**config.mk**
```make
export PLATFORM = sky130hd
export DESIGN_NAME = msm_fifo
export DESIGN_NICKNAME = d
export VERILOG_FILES = /design/src/hdl/msm_pkg.sv /design/src/hdl/msm_fifo.sv
export VERILOG_INCLUDE_DIRS = /design/src /design/src/hdl
export SDC_FILE = /design/constraint.sdc
export NUM_CORES = 1
export LEC_CHECK = 0
export BUFFER_PORTS_ARGS = -buffer_cell sky130_fd_sc_hd__buf_2
export CORE_MARGIN = 2
export CORE_UTILIZATION = 51
export DETAILED_ROUTE_END_ITERATION = 16
export PLACE_DENSITY = 0.83
export SLEW_MARGIN = 20
export SYNTH_ARGS = -nofsm -noshare
export SYNTH_HDL_FRONTEND = slang
export SYNTH_SLANG_ARGS = --single-unit
export TNS_END_PERCENT = 5
```
**constraint.sdc**
```tcl
create_clock -name clk -period 3.5 [get_ports clk]
set_input_delay 0.175 -clock clk [delete_from_list [all_inputs] [get_ports clk]]
set_output_delay 0.175 -clock clk [all_outputs]
set_load 0.01 [all_outputs]
```
**src/hdl/assert_macros.svh**
```systemverilog
// Assertion macros shared by the statistics monitor RTL
`ifndef ASSERT_MACROS_SVH
`define ASSERT_MACROS_SVH

// Property must hold at every clock edge outside reset
`define MSM_ASSERT(lbl, clk, rst, prop) \
  lbl: assert property (@(posedge clk) disable iff (rst) (prop)) \
    else $error("msm assertion failed");

// Condition must never be seen outside reset
`define MSM_NEVER(lbl, clk, rst, cond) \
  `MSM_ASSERT(lbl, clk, rst, !(cond))

`endif

```
**src/hdl/msm_pkg.sv**
```systemverilog
// Shared types, constants and saturating helpers for the statistics monitor
package msm_pkg;

  localparam int NUM_TYPES_DEF = 9;
  localparam int QUEUE_DEPTH   = 2;
  localparam int TYPE_W        = 4;
  localparam int BYTES_W       = 40;
  localparam int CNT_W         = 32;
  localparam int TOT_W         = 48;

  typedef enum logic [1:0] {
    OP_SUCCESS = 2'd0,
    OP_FAILURE = 2'd1,
    OP_FREE    = 2'd2,
    OP_READ    = 2'd3
  } op_t;

  // classified event passed from the front end to the update engine
  typedef struct packed {
    op_t                op;
    logic [TYPE_W-1:0]  rq;
    logic [TYPE_W-1:0]  ac;
    logic [BYTES_W-1:0] nb;
    logic               rq_ok;
    logic               ac_ok;
  } item_t;

  // counters indexed by the requested type
  typedef struct packed {
    logic [CNT_W-1:0] attempts;
    logic [CNT_W-1:0] failures;
    logic [CNT_W-1:0] fb_from;
  } row_rq_t;

  // counters and byte totals indexed by the actual type
  typedef struct packed {
    logic [CNT_W-1:0] successes;
    logic [CNT_W-1:0] frees;
    logic [CNT_W-1:0] fb_to;
    logic [TOT_W-1:0] live;
    logic [TOT_W-1:0] peak;
    logic [TOT_W-1:0] alloc;
    logic [TOT_W-1:0] freed;
  } row_ac_t;

  function automatic logic [CNT_W-1:0] bump_sat(input logic [CNT_W-1:0] v);
    bump_sat = (&v) ? v : v + CNT_W'(1);
  endfunction

  function automatic logic [TOT_W-1:0] add_sat(input logic [TOT_W-1:0] v,
                                               input logic [TOT_W-1:0] a);
    logic [TOT_W:0] s;
    s = {1'b0, v} + {1'b0, a};
    add_sat = s[TOT_W] ? {TOT_W{1'b1}} : s[TOT_W-1:0];
  endfunction

endpackage

```
**src/hdl/msm_fifo.sv**
```systemverilog
// Short event queue between the front end and the update engine
`include "assert_macros.svh"
module msm_fifo
  import msm_pkg::*;
#(
  parameter int DEPTH = QUEUE_DEPTH
) (
  input  logic  clk,
  input  logic  rst,
  input  logic  push,
  input  item_t push_item,
  output logic  full,
  input  logic  pop,
  output logic  not_empty,
  output item_t pop_item
);

  localparam int PTR_W = (DEPTH > 1) ? $clog2(DEPTH) : 1;
  localparam int CNT_W_Q = $clog2(DEPTH + 1);
  localparam logic [PTR_W-1:0]   PTR_LAST = PTR_W'(DEPTH - 1);
  localparam logic [CNT_W_Q-1:0] CNT_FULL = CNT_W_Q'(DEPTH);

  item_t                slots [DEPTH];
  logic [PTR_W-1:0]     wr_ptr;
  logic [PTR_W-1:0]     rd_ptr;
  logic [CNT_W_Q-1:0]   count;

  assign full      = (count == CNT_FULL);
  assign not_empty = (count != '0);
  assign pop_item  = slots[rd_ptr];

  always_ff @(posedge clk) begin
    if (push) begin
      slots[wr_ptr] <= push_item;
    end
  end

  always_ff @(posedge clk) begin
    if (rst) begin
      wr_ptr <= '0;
      rd_ptr <= '0;
      count  <= '0;
    end else begin
      if (push) begin
        wr_ptr <= (wr_ptr == PTR_LAST) ? '0 : wr_ptr + PTR_W'(1);
      end
      if (pop) begin
        rd_ptr <= (rd_ptr == PTR_LAST) ? '0 : rd_ptr + PTR_W'(1);
      end
      if (push && !pop) begin
        count <= count + CNT_W_Q'(1);
      end else if (pop && !push) begin
        count <= count - CNT_W_Q'(1);
      end
    end
  end

  `MSM_NEVER(a_no_overflow, clk, rst, push && full && !pop)
  `MSM_NEVER(a_no_underflow, clk, rst, pop && !not_empty)

endmodule

```
==> run_results.csv <==
group,metric,value,unit
layout,drive_gt1_frac,0.5272,
die,die_area,0.008527,mm^2
die,die_height,92.34,um
critical_path,worst_ep_required_time,3.32,ns
drt,vias,2184,
place,routabilityCongestion,0.6828,
place,port_buffers,109,
die,pin_count,110,
timing,setup_viol,0,
clocking,cts_made_buffers,9,
clocking,h-tree-depth,3,
drt,drt_drc_violations_left,0,
layout,final_cell_mix,"buf_2, edfxtp_1, mux2_2, dlygate4sd3_1, clkbuf_8",
synth,syn_area_per_cell,21.63,um^2
power,p_per_area,496.4,mW/mm^2
global_routing,grt_pass1_wl,9811,um
drt,drt-total-wl,6775,um
die,rows,32,
synth,syn_area,0.003980,mm^2
layout,nets,401,
timing,drv_slew,0,
synth,yosys_warnings,0,
clocking,clockBufferDepth,2,
synth,synthCells,184,
layout,layout_commonest_cell,"buf_2",
drt,avgRoutedWirePerCell,15.02,um
clocking,clock-root-buffer,"clkbuf_8",
synth,syn-num-nets,241,
global_routing,antenna_found_initial,0,
global_routing,grt_max_degree,36,
clocking,cts_sinks,109,
global_routing,grt_pass1_vias,2090,
drt,first_iter_violations,87,
min_path,holdCritPathClass,"input port to flop",
timing,worst_slew_pin_slew,0.8362,ns
timing,rsz0062_at_grt,"false",
synth,ys_seq_area_frac,0.8098,
clocking,cts_tree,"done",
power,ir_worst_vdd,0.0002826,V
place,placed_cell_area,0.004632,mm^2
global_routing,overflow,0,
die,initial_core_util,0.5205,
die,die_x,92.34,um
timing,slew_headroom,0.4425,
clocking,clk-insertion-delay-late,0.35,ns
power,leakage,1.993,nW
layout,design_area,0.005244,mm^2
global_routing,grt_use_total,0.1537,
drt,routed_via_density,4.843,
synth,ys_types,17,
critical_path,cp-start-kind,"flop",
timing,skew,0.006334,ns
run,max-cap-violations,0,
critical_path,worst_setup_path_end_kind,"output pin",
clocking,clkSlewWorstSetupHoldPaths,0.10,ns
timing,fin_crit_sh,0.6302,
layout,diodes,0,
drt,ant_nets,0,
synth,synth_seq_cells,109,
critical_path,critical_path_class,"flop to output pin",
timing,tns,0,ns
die,coreArea,0.007647,mm^2
drt,dr.pass1.iters,4,
timing,period_minus_slack,2.206,ns
critical_path,cp_max_fo,29,
timing,finalHoldViolations,0,
layout,syn_to_final_growth,31.75,%
critical_path,arrival,2.03,ns
timing,max_clock_freq,0.4534,GHz
place,dpl.hpwl,4139,um
status,status,"completed",
==> path summary, 6_finish.rpt <==
path / start / depth (start not counted) / slack [ns] / to
max: flop / 3 / 1.29 / pop_item[6]
min: push_item[16] / 1 / 0.01 / slots[1][16]
max reg2reg: wr_ptr / 2 / 1.64 / slots[1][39]
min reg2reg: count[1] / 2 / 0.53 / count[1]
==> worst max-delay path, stage by stage (launching register included) <==
cell     delay (ns)
dfxtp_2        0.68
buf_4          0.45
mux2_2         0.39
buf_2          0.14
==> synth_stat cells (all sizes together) <==
cell      n  share of area
a21oi     1         0.0013
and2      1         0.0016
and2b     1         0.0022
buf       6          0.015
dfxtp     5          0.025
edfxtp  104           0.78
ha        1         0.0031
inv       1        0.00094
mux2     52           0.15
nor2      4         0.0038
nor2b     1         0.0016
o21ai     1         0.0013
or2       1         0.0016
or3       1         0.0016
xnor2     2         0.0044
xor2      2         0.0044
==> layout make-up <==
class	count	area, um^2
flip-flops and latches	109	3224
inverters	1	3.754
clock inverters	6	63.81
well taps	102	127.6
clock buffers	10	127.6
repair buffers	155	996.0
multi-input cells	68	700.7
fillers	520	2404
==> sequential cells by signal, summed over array words and instances, names as in the netlist, named ones only <==
| signal | count |
|---|---|
| slots | 104 |
| count | 2 |
| rd_ptr | 1 |
| wr_ptr | 1 |
==> through the flow <==
stage	instances	util	worst slack (ns)	power, mW	hold slack [ns]
3_3_place_gp	393	0.6057	1.611	1.872	0.3634
5_1_grt	451	0.6857	1.136	2.716	-0.002395
6_report	451	0.6857	1.294	2.603	0.01231
4_1_cts	431	0.6595	1.213	2.607	0.00009792
2_1_floorplan	184	-	0.3858	1.757	0.2441
3_5_place_dp	393	0.6057	1.611	1.883	0.3668
==> routing by layer <==
layer	track usage	part of all wire	vias up	wire, um
li1	-	-	1034	-
met5	0	0	-	0
met3	0.04557	0.047	5	321
met2	0.2670	0.54	71	3645
met1	0.1850	0.41	1074	2765
met4	0.04851	0.0063	0	43
==> repair_timing <==
item                      CTS  global route
buffers inserted            0             0
resized for setup           0             0
hold buffers               22            20
hold endpoints to repair   41            37
==> kinds of logic (layout without fill, tap and decap cells) <==
group           Yosys count  in the layout  share of synthesized area
compound gates            2              2                   0.002513
xor+xnor                  4              4                   0.008804
fa+ha+maj                 1              1                   0.003143
buf+inv                   7            172                    0.01634
flops                   109            109                     0.8098
mux                      52             52                     0.1471
simple gates              9              9                    0.01226
==> power by group <==
group	switching, mW	internal, mW
sequential	0.0306	1.52
clock	0.386	0.330
combinational	0.159	0.179
total	0.576	2.03
No activity file was read; power rests on OpenSTA's default activity.
